### src/sv/cmp_line_buf.sv
module cmp_line_buf #(
  parameter int DEPTH = 48,
  parameter int WIDTH = 64,
  parameter int AW    = 6
) (
  input  logic             clk,
  input  logic             en,
  input  logic             we,
  input  logic [AW-1:0]    waddr,
  input  logic [WIDTH-1:0] wdata,
  input  logic [AW-1:0]    raddr,
  output logic [WIDTH-1:0] rdata
);

  logic [WIDTH-1:0] mem [DEPTH];

  // One write and one registered read per cycle; the read register holds while en is low
  always_ff @(posedge clk) begin
    if (we) begin
      mem[waddr] <= wdata;
    end
    if (en) begin
      rdata <= mem[raddr];
    end
  end

endmodule

### config.mk
export PLATFORM = sky130hd
export DESIGN_NAME = cmp_line_buf
export DESIGN_NICKNAME = d
export VERILOG_FILES = /design/src/sv/cmp_line_buf.sv
export SDC_FILE = /design/constraint.sdc
export NUM_CORES = 2
export LEC_CHECK = 0
export ABC_AREA = 0
export BUFFER_PORTS_ARGS = -buffer_cell sky130_fd_sc_hd__buf_2
export CORE_AREA = 5 5 521 523
export CTS_CLUSTER_DIAMETER = 50
export CTS_CLUSTER_SIZE = 10
export DETAILED_ROUTE_END_ITERATION = 6
export DIE_AREA = 0 0 526 528
export PLACE_DENSITY = 0.59
export SYNTH_ARGS = -nofsm -noshare
export SYNTH_HDL_FRONTEND = slang
export SYNTH_SLANG_ARGS = --single-unit
### constraint.sdc
create_clock -name clk -period 8.5 [get_ports clk]
set_clock_uncertainty 0.1 [all_clocks]
set_input_delay 0.85 -clock clk [delete_from_list [all_inputs] [get_ports clk]]
set_output_delay 0.85 -clock clk [all_outputs]
set_load 0.03 [all_outputs]
; ---- After elaboration in Yosys (flattened, before gate mapping)
; Memory sizes are Yosys's and may differ from the RTL's. A register that Yosys moved wholly into a read port is not among the register bits.
; Cells that the tools add are included.
[totals]
reg_bits = 0
latch_bits = 0
ramBits = 3072
romBits = 0
input_bits = 79
out_inout_bits = 64
word_cells = 3
mem_count = 1
[mem_list]
columns = name, words, word_bits, rd, rd_ports_with_merged_regs, write_ports, line
row1 = mem, 48, 64, 1, 1, 1, 15  ; logic [WIDTH-1:0] mem [DEPTH];
[op_classes]
add_sub_neg = 0
n_mul = 0
div = 0
magnitude_cmp = 0
n_eq_ne = 0
shifts = 0
mux = 2
bitwise = 0
n_reduce_logical = 0
[ops]
columns = op, n
row1 = $mux W1, 2

; ---- Longest topological paths before layout
[logic_depth]
ltp_word = 2
depth_mapped = 10

; ---- Worst setup path before layout
; Ideal clock, no wire load.
[synth_path]
path_kind = input-to-reg
from = input port waddr[5]
to = memory mem[16][0] (enable)
setup_ns = 0.565
arrival_ns = 5.508
slack_ns = 2.327
stages = 3
cell_sequence = and3b_1 -> nand2_1 -> nor3_1
[synth_rtl]
columns = element, line
row1 = start: declaration, 9  ; input logic [AW-1:0] waddr,
row2 = end: declaration, 15
; No word-level cell before the write port.

==> impl_metrics.env <==
export IMPL_r2r_cells=4
export IMPL_worstHoldStart="en"
export IMPL_period_minus_slack_ps=3850
export IMPL_setup_violations=0
export IMPL_antenna_found_initial=25
export IMPL_grt_pass1_wl_um=443000
export IMPL_regArea_um2=94200
export IMPL_place_gp_congestion=0.764
export IMPL_ctsHoldBuffers=0
export IMPL_finalCritPeriodShare_pct=45.2
export IMPL_synth_area_um2=119000
export IMPL_worst_path_buf_inv=3
export IMPL_core_um2=266000
export IMPL_worstReg2RegStart="mem[15][55]$_DFFE_PP_"
export IMPL_reg2reg_to="rdata[55]$_DFFE_PP_"
export IMPL_synth_flop_cell="edfxtp_1"
export IMPL_syn_avg_cell_area_um2=23.1
export IMPL_initial_core_util_pct=44.7
export IMPL_tightest_slew_ps=1190
export IMPL_async_flop_share_pct=0
export IMPL_outcome="complete, no violations"
export IMPL_ys_seq_elements=3136
export IMPL_root_buffer="clkbuf_16"
export IMPL_die_height_um=528
export IMPL_clock_path_buffers=4
export IMPL_ioPinCount=143
export IMPL_crit_slowest_cell="a221oi_1"
export IMPL_synth_edf_count=3136
export IMPL_pwr_density_cell_nw_per_um2=241
export IMPL_maxSlewHeadroom_pct=20.4
export IMPL_cts_tree="done"
export IMPL_drcViolationCount=0
export IMPL_power_switching_uw=6710
export IMPL_critPathMaxFanout=93
export IMPL_p_int_uw=25700
export IMPL_slowest_delay_ps=850
export IMPL_final_hold_viol_count=0
export IMPL_synth_top_cell_area_share_pct=79.0
export IMPL_critPathKind="primary input to flop"
export IMPL_min_path_cells=1
export IMPL_row_count=190
export IMPL_critPathCaptureType="flop"
export IMPL_grt_setup_unrepaired="no"
export IMPL_yosys_warnings=0
export IMPL_dp_cells=8708
export IMPL_p_leak_uw=0.0424
export IMPL_power_total_uw=32400
export IMPL_post_drt_via_cell_ratio=6.20
export IMPL_firstDrtPassIters=5
export IMPL_drive_above_1_share_pct=26.1
export IMPL_syn_nets=5236
export IMPL_p_seq_share_pct=53.2
export IMPL_synthTopCellsByArea="edfxtp_1 (79%), mux4_2 (13%), mux2i_1 (2.6%), o22ai_1 (0.56%), a22oi_1 (0.45%)"
export IMPL_synthesis_instances=5157
export IMPL_critical_path_cell_chain="buf_8 > buf_12 > nand2b_1 > buf_4 > o22ai_1 > a21oi_1 > a221oi_1 > a22o_1"
export IMPL_fp_dieArea_um2=278000
export IMPL_setup_tns_ps=0
export IMPL_fin_nets=5608
export IMPL_drv_cap=0
export IMPL_grt_pass1_vias=58800
export IMPL_instances_no_fill=9171
export IMPL_h_tree_depth=5
export IMPL_final_common_cell="edfxtp_1"
export IMPL_fmax_ghz=0.260
export IMPL_whs_endpoint="rdata[48]$_DFFE_PP_"
export IMPL_postRouteAntennaNets=0
export IMPL_mostFrequentLayoutCells="edfxtp_1 (3136), mux4_2 (700), clkbuf_16 (377)"
export IMPL_overflow=0
export IMPL_synth_top_cell_by_area="edfxtp_1"
export IMPL_cpLargestDelayFamily="buffers and inverters"
export IMPL_reg2reg_slack_ps=6340
export IMPL_nFillCells=20800
export IMPL_multi_input_area_um2=23800
export IMPL_io_buffers=142
export IMPL_p_comb_share_pct=4.5
export IMPL_synthDistinctLibCells=38
export IMPL_postCtsResizedCells=0
export IMPL_drv_slew=0
export IMPL_vias=56800
export IMPL_wl_per_cell_um=34.0
export IMPL_grt_max_degree=97
export IMPL_clock_latency_ps=880
export IMPL_clkSinkCount=3136
export IMPL_crit_required_ps=9130
export IMPL_clkTransAtPathRegs_ps=50
export IMPL_ir_worst_vdd_v=0.000156
export IMPL_dpl_hpwl_um=164000
export IMPL_post_cts_setup_buffer_count=0
export IMPL_switching_share_pct=20.7
export IMPL_crit_path_start_kind="primary input"
export IMPL_holdWs_ps=481
export IMPL_die_w_um=526
export IMPL_cts_made_buffers=371
export IMPL_power_frac_clock_pct=42.3
export IMPL_arrival_ps=4470
export IMPL_seq_area_frac_synth_pct=79.0
export IMPL_track_usage_pct=22.2
export IMPL_drt_iter0_drc=6259
export IMPL_wl_um=312000
export IMPL_final_core_util_pct=50.5
export IMPL_areaGrowthSynthToFinish_pct=13.0
export IMPL_hold_path_class="primary input to flop"
==> final cells by class <==
type | count | area share [%]
Clock buffer | 399 | 7.07
Sequential cell | 3136 | 70.0
Timing Repair Buffer | 288 | 1.58
Tap cell | 3552 | 3.30
Clock inverter | 61 | 0.404
Antenna cell | 3 | 0.00558
Multi-Input combinational cell | 1731 | 17.7
Inverter | 1 | 0.00465
==> registers in the layout (all words and copies together) (netlist names) <==
signal  cells
mem      3072
rdata      64
==> worst max-delay path by stage <==
stage | from | to | slack, ps | depth (start not counted)
global placement | raddr[2] | rdata[19]$_DFFE_PP_ | 3760 | 8
CTS | raddr[2] | rdata[19]$_DFFE_PP_ | 4740 | 8
global route | raddr[2] | rdata[29]$_DFFE_PP_ | 4580 | 8
floorplan | waddr[5] | mem[16][0]$_DFFE_PP_ | 2330 | 3
finish | raddr[2] | rdata[29]$_DFFE_PP_ | 4650 | 8
detailed placement | raddr[2] | rdata[19]$_DFFE_PP_ | 3810 | 8
==> Yosys cell counts, types with 10 or more instances <==
cell type,count
a221oi_1,16
nand2b_1,11
buf_2,65
or3_1,30
and2_1,32
nand3_1,20
o22ai_1,107
a22oi_1,71
o221ai_1,37
clkbuf_1,127
buf_6,36
nand2_1,56
o21ai_1,10
buf_1,21
a211o_1,30
nor2b_1,13
o211ai_1,30
a21oi_1,73
a22o_1,17
o21ai_0,28
o31ai_1,36
buf_4,40
edfxtp_1,3136
nor2_1,66
mux2i_1,310
mux4_2,700
==> worst register-to-register path, delay by kind of cell (launching register included) <==
| family | cells | cell delay (ps) |
|---|---|---|
| multiplexers | 2 | 890 |
| AND/OR/NAND/NOR | 1 | 400 |
| flip-flops | 1 | 350 |
| AO/OA/AOI/OAI | 1 | 170 |
==> power by group through the flow <==
stage,sequential [uW],combinational (uW),clock [uW]
final,17200,1470,13700
after global routing,17200,1560,14600
after CTS,17200,1490,14000
after detailed placement,17600,1490,0
after global placement,17600,1460,0
after floorplan,17600,834,0
==> stage by stage <==
stage	worst slack (ps)	area (um^2)
floorplan	2330	119000
global placement	3760	125000
detailed placement	3810	125000
CTS	4740	135000
global route	4580	135000
finish	4650	135000
==> cell families (layout without fill, tap and decap cells) <==
| kind of cell | Yosys count | in the layout | synth area share (%) |
|---|---|---|---|
| AO/OA/AOI/OAI | 471 | 471 | 2.74 |
| buffers and inverters | 290 | 749 | 1.33 |
| flip-flops | 3136 | 3136 | 79.0 |
| multiplexers | 1010 | 1010 | 15.8 |
| other | 0 | 3 | 0 |
| AND/OR/NAND/NOR | 250 | 250 | 1.04 |
==> metal layers <==
metal  global-route usage [%]  vias to the layer above  part of all wire (%)
met5                        0                        -                 0.040
met4                     5.19                       18                   2.2
met3                     4.29                      484                   7.9
met2                     36.0                     2443                    48
met1                     31.7                    31100                    41
li1                         -                    22800                     -
(Power assumes the default switching activity.)
