**src/sv/cmp_pkg.sv**
```systemverilog
package cmp_pkg;

  // Sample format: signed Q3.12
  localparam int DATA_W    = 16;
  localparam int FRAC_BITS = 12;
  localparam int PROD_W    = 2 * DATA_W;
  localparam int SUM_W     = 40;
  localparam int POOL_W    = DATA_W - 1;

  // Request kinds on the input channel
  localparam logic REQ_COEF  = 1'b0;
  localparam logic REQ_PIXEL = 1'b1;

  typedef logic signed [DATA_W-1:0] pix_t;
  typedef logic signed [PROD_W-1:0] prod_t;
  typedef logic signed [SUM_W-1:0]  csum_t;
  typedef logic [POOL_W-1:0]        pval_t;

  localparam csum_t ROUND_HALF = csum_t'(1) <<< (FRAC_BITS - 1);
  localparam csum_t SAT_MAX    = csum_t'((1 << POOL_W) - 1);

  function automatic pval_t pmax(input pval_t a, input pval_t b);
    return (a > b) ? a : b;
  endfunction

endpackage

```
**src/sv/cmp_col_cell.sv**
```systemverilog
module cmp_col_cell #(
  parameter int K = 5
) (
  input  logic          clk,
  input  logic          en,
  input  logic          shift,
  input  cmp_pkg::pix_t col_in [K],
  input  cmp_pkg::pix_t wt [K],
  output cmp_pkg::pix_t col_out [K],
  output cmp_pkg::csum_t csum
);
  import cmp_pkg::*;

  pix_t  col  [K];
  prod_t prod [K];
  csum_t sum_c;

  // Hold one window column, multiply it by its weights, then add the column up
  always_ff @(posedge clk) begin
    if (en) begin
      if (shift) begin
        col <= col_in;
      end
      for (int i = 0; i < K; i++) begin
        prod[i] <= prod_t'(col[i]) * prod_t'(wt[i]);
      end
      csum <= sum_c;
    end
  end

  always_comb begin
    sum_c = '0;
    for (int i = 0; i < K; i++) begin
      sum_c = sum_c + csum_t'(prod[i]);
    end
  end

  assign col_out = col;

endmodule

```
**config.mk**
```make
export PLATFORM = sky130hd
export DESIGN_NAME = cmp_col_cell
export DESIGN_NICKNAME = d
export VERILOG_FILES = /design/src/sv/cmp_pkg.sv /design/src/sv/cmp_col_cell.sv
export SDC_FILE = /design/constraint.sdc
export NUM_CORES = 2
export LEC_CHECK = 0
export BUFFER_PORTS_ARGS = -buffer_cell sky130_fd_sc_hd__buf_4
export CORE_AREA = 2 2 375 377
export DETAILED_ROUTE_END_ITERATION = 7
export DIE_AREA = 0 0 377 379
export PLACE_DENSITY_LB_ADDON = 0.2
export SYNTH_ARGS = -nofsm -noshare
export SYNTH_HDL_FRONTEND = slang
export SYNTH_SLANG_ARGS = --single-unit
```
**constraint.sdc**
```tcl
create_clock -name clk -period 6.6 [get_ports clk]
set_input_delay 0.33 -clock clk [delete_from_list [all_inputs] [get_ports clk]]
set_output_delay 0.33 -clock clk [all_outputs]
set_load 0.1 [all_outputs]
```
---- Word level (Yosys, flattened, before mapping) ----
Memories as Yosys holds them, arrays and structs flattened.
Index checks and enable logic that the tools add are counted.
storage, ports and cells
  bits in registers ....................... 120
  RAM bits ................................ 160
  input bits .............................. 163
  output and inout port bits .............. 120
  word-level logic and storage cells ...... 19
  memories kept ........................... 1
memories
  name  words  bits a word  rd ports  clocked after Yosys merged registers in  wr ports  line                text
  prod  5      32           5         0                                        5         cmp_col_cell.sv:15  prod_t prod [K];
operators by class
  add/subtract/negate cells ............... 4
  $mul .................................... 5
  mux-type cells .......................... 2
  reductions and logical operators ........ 1
operators with widths
  cell               count
  $mul A16 B16 Y32   5
  $add A35 B32 Y36   1
  $add A34 B32 Y35   1
  $add A33 B32 Y34   1
  $add A32 B32 Y33   1
  $mux W1            2
  $reduce_and A2 Y1  1

---- Longest topological paths before layout ----
  depth after elaboration ................. 4
  depth in mapped cells ................... 24
  gate-level depth less buffers ........... 23

---- Least setup slack after synthesis ----
Ideal clock, no wire load.
  path type ............................... register to register
  start point ............................. register col, in the netlist col_out[79]
  end point ............................... memory prod[0][31] in the netlist's numbering, data pin
  library setup time ...................... 0.261 ns
  data arrival time ....................... 6.758 ns
  data required time ...................... 6.339 ns
  path slack .............................. -0.419 ns
  cell stages (with the launch flop) ...... 21
  buffers on the path ..................... 1
  period minus slack after synthesis ...... 7.019 ns
  cell sequence ........................... edfxtp_1 clkbuf_1 nand2_1 fa_1 inv_1 fa_1 inv_1 fa_1 fa_1 fa_1 fa_1 inv_1 ha_1 and3_1 and2_1 nand4_1 nor4b_1 o21ai_0 a21oi_1 nor4_1 a311o_1
RTL lines
  what                      line                text
  start: declaration        cmp_col_cell.sv:14  pix_t col [K];
  start signal: assignment  cmp_col_cell.sv:22  col <= col_in;
  end: declaration          cmp_col_cell.sv:15

==> impl_metrics.json <==
{
  "ff2ff_path_depth": 22,
  "final_cell_area_um2": 69000,
  "gp_congestion": 0.911,
  "syn2layout_area_growth_pct": 13.3,
  "skew_ns": 0.0303,
  "grt_pass1_wl_um": 255000,
  "via_count": 41500,
  "routedWlPerCell_um": 19.0,
  "via_per_inst": 4.99,
  "antenna_found_initial": 11,
  "synthCells": 6002,
  "outcome": "finished clean",
  "crit_type": "flop to flop",
  "htreeDepth": 2,
  "io_pins": 283,
  "worstPathMaxFanout": 4,
  "drtAntennaViolNets": 0,
  "synthFlopType": "edfxtp_1",
  "required_ns": 6.98,
  "dieWidth_um": 377,
  "cp-end-kind": "flop",
  "setup_violations": 0,
  "drive_gt1_share_pct": 10.4,
  "cts_tree": "yes",
  "synth_nets": 8019,
  "fin_nets": 8484,
  "worst_pin_slew_ns": 0.988,
  "rows": 137,
  "reg2reg_slack_ns": 0.18,
  "grt_max_degree": 144,
  "final_cell_mix": "inv_1 (1441), fa_1 (1400), nand2_1 (650), and2_1 (611), buf_4 (498)",
  "dpl_cell_area_um2": 66000,
  "hp-class": "primary input to flop",
  "dr.pass1.iters": 5,
  "synth_edf_count": 276,
  "ys_seq_area_share_pct": 13.6,
  "initial_utilization_pct": 43.9,
  "post-route-period-util_pct": 97.2,
  "final_hold_viol_count": 0,
  "die_h_um": 379,
  "overflow": 0,
  "tns_ns": 0,
  "drc": 0,
  "whs_path_depth": 2,
  "async_flop_share_pct": 0,
  "grt_use_total_pct": 23.0,
  "final-max-slew-violation-count": 0,
  "final_common_cell": "inv_1",
  "cts_num_sinks": 276,
  "synth_area_um2": 60900,
  "clk_latency_ns": 0.65,
  "wl_um": 158000,
  "core_area_um2": 139000,
  "numCtsBuffers": 42,
  "synth_seq_cells": 276,
  "drtIter0Drc": 2260,
  "timing.hold.ws_ns": 0.117,
  "final_cells": 8310,
  "rsz0062_at_grt": "true",
  "start_kind": "flop",
  "cap_violations": 0,
  "avgSynthCellArea_um2": 10.1,
  "cts-root-buf": "clkbuf_16",
  "detailed_place_hpwl_um": 133000,
  "cp.arrival_ns": 6.79,
  "ys_warn_count": 0,
  "fmax_mhz": 156,
  "yosysUniqueCellTypes": 71,
  "clockBufferDepth": 3,
  "grt_pass1_vias": 45400,
  "dp_cells": 8066,
  "slew_headroom_pct": 34.1,
  "dieArea_um2": 143000,
  "io_buffer_count": 282,
  "fin_crit_ns": 6.42,
  "path_clk_slew_ns": 0.06
}
[through the flow]
step	setup slack [ns]	utilization, %
after floorplan	-0.150	-
final	0.183	49.7
after CTS	0.0327	49.1
after detailed placement	-0.0130	47.5
after global placement	-0.0139	47.5
after global routing	-0.0883	49.7
[state kept, by name (all words and copies together) (netlist names)]
signal,flops
csum,36
prod,160
col_out,80
[worst max-delay path, stage by stage (launching register included)]
cell      delay, ns
edfxtp_1       0.44
buf_6          0.17
and2_4         0.15
fa_1           0.49
inv_2          0.04
fa_1           0.51
inv_2          0.04
fa_1           0.55
fa_1           0.46
fa_1           0.53
inv_2          0.04
fa_1           0.51
inv_2          0.05
ha_4           0.24
and3_4         0.16
a221oi_2       0.26
o21ai_1        0.12
a221oi_2       0.36
a21oi_2        0.16
a2111o_1       0.45
a31o_1         0.23
a21oi_2        0.15
xnor2_1        0.07
[cell families after synthesis]
group                    after synthesis  synth area share, %
AO/OA/AOI/OAI                        442                 4.80
XOR/XNOR                             201                 2.89
adder cells (fa/ha/maj)             1854                 55.5
buffers and inverters               1629                 10.1
flip-flops                           276                 13.6
multiplexers                           3               0.0514
AND/OR/NAND/NOR                     1597                 13.1
[what timing repair did]
action                                 in CTS  in global routing
hold buffers                               80                  0
setup endpoints to repair                   3                 33
buffers inserted                            6                 78
endpoints found under the hold margin      80                  0
gates resized for setup                     2                 48
pin swaps                                   0                 37
[per-layer routing]
metal / GRT usage (%) / vias up / part of all wire (%)
met2: 38.9 / 853 / 49
met4: 5.29 / 10 / 2.3
met3: 2.86 / 191 / 4.7
li1: - / 18900 / -
met1: 31.8 / 21600 / 44
met5: 0 / - / 0.045
[final cells by class]
| class | count | area [µm²] |
|---|---|---|
| sequential | 276 | 8290 |
| timing repair buffer | 598 | 4800 |
| antenna | 2 | 5.00 |
| tap | 1807 | 2260 |
| clock inverter | 31 | 347 |
| clock buffer | 47 | 1070 |
| fill | 12900 | 69800 |
| inverter | 1452 | 5450 |
| multi-input combinational | 4097 | 46800 |
[cell usage after synthesis (all sizes together) (6+ instances only)]
master | number | area share [%]
and2 | 619 | 6.4
or3 | 10 | 0.10
nand4 | 9 | 0.092
or2 | 6 | 0.062
inv | 1451 | 8.9
o211ai | 14 | 0.17
buf | 11 | 0.099
nand2 | 657 | 4.1
xor2 | 51 | 0.73
fa | 1408 | 46
nand2b | 51 | 0.52
o21ai | 79 | 0.66
ha | 446 | 9.2
a211oi | 18 | 0.22
nand3b | 9 | 0.11
o21bai | 14 | 0.17
a31oi | 17 | 0.18
a21o | 79 | 0.98
o21a | 23 | 0.28
a21oi | 126 | 1.0
clkbuf | 166 | 1.0
edfxtp | 276 | 14
nand3 | 30 | 0.25
xnor2 | 150 | 2.2
and3 | 22 | 0.23
nor3 | 20 | 0.16
nor2 | 135 | 0.83
nor2b | 13 | 0.13
o31ai | 11 | 0.14
[path summary, 6_finish.rpt]
kind,startpoint,endpoint
worst max-delay path,col_out[21],prod[0][121]
worst min-delay path,wt[48],prod[0][32]
worst max register to register,col_out[21],prod[0][121]
worst min register to register,prod[0][128],csum[0]
Power is not shown: default switching activity piles up to over one toggle a cycle in this logic, so the estimate is an artifact.
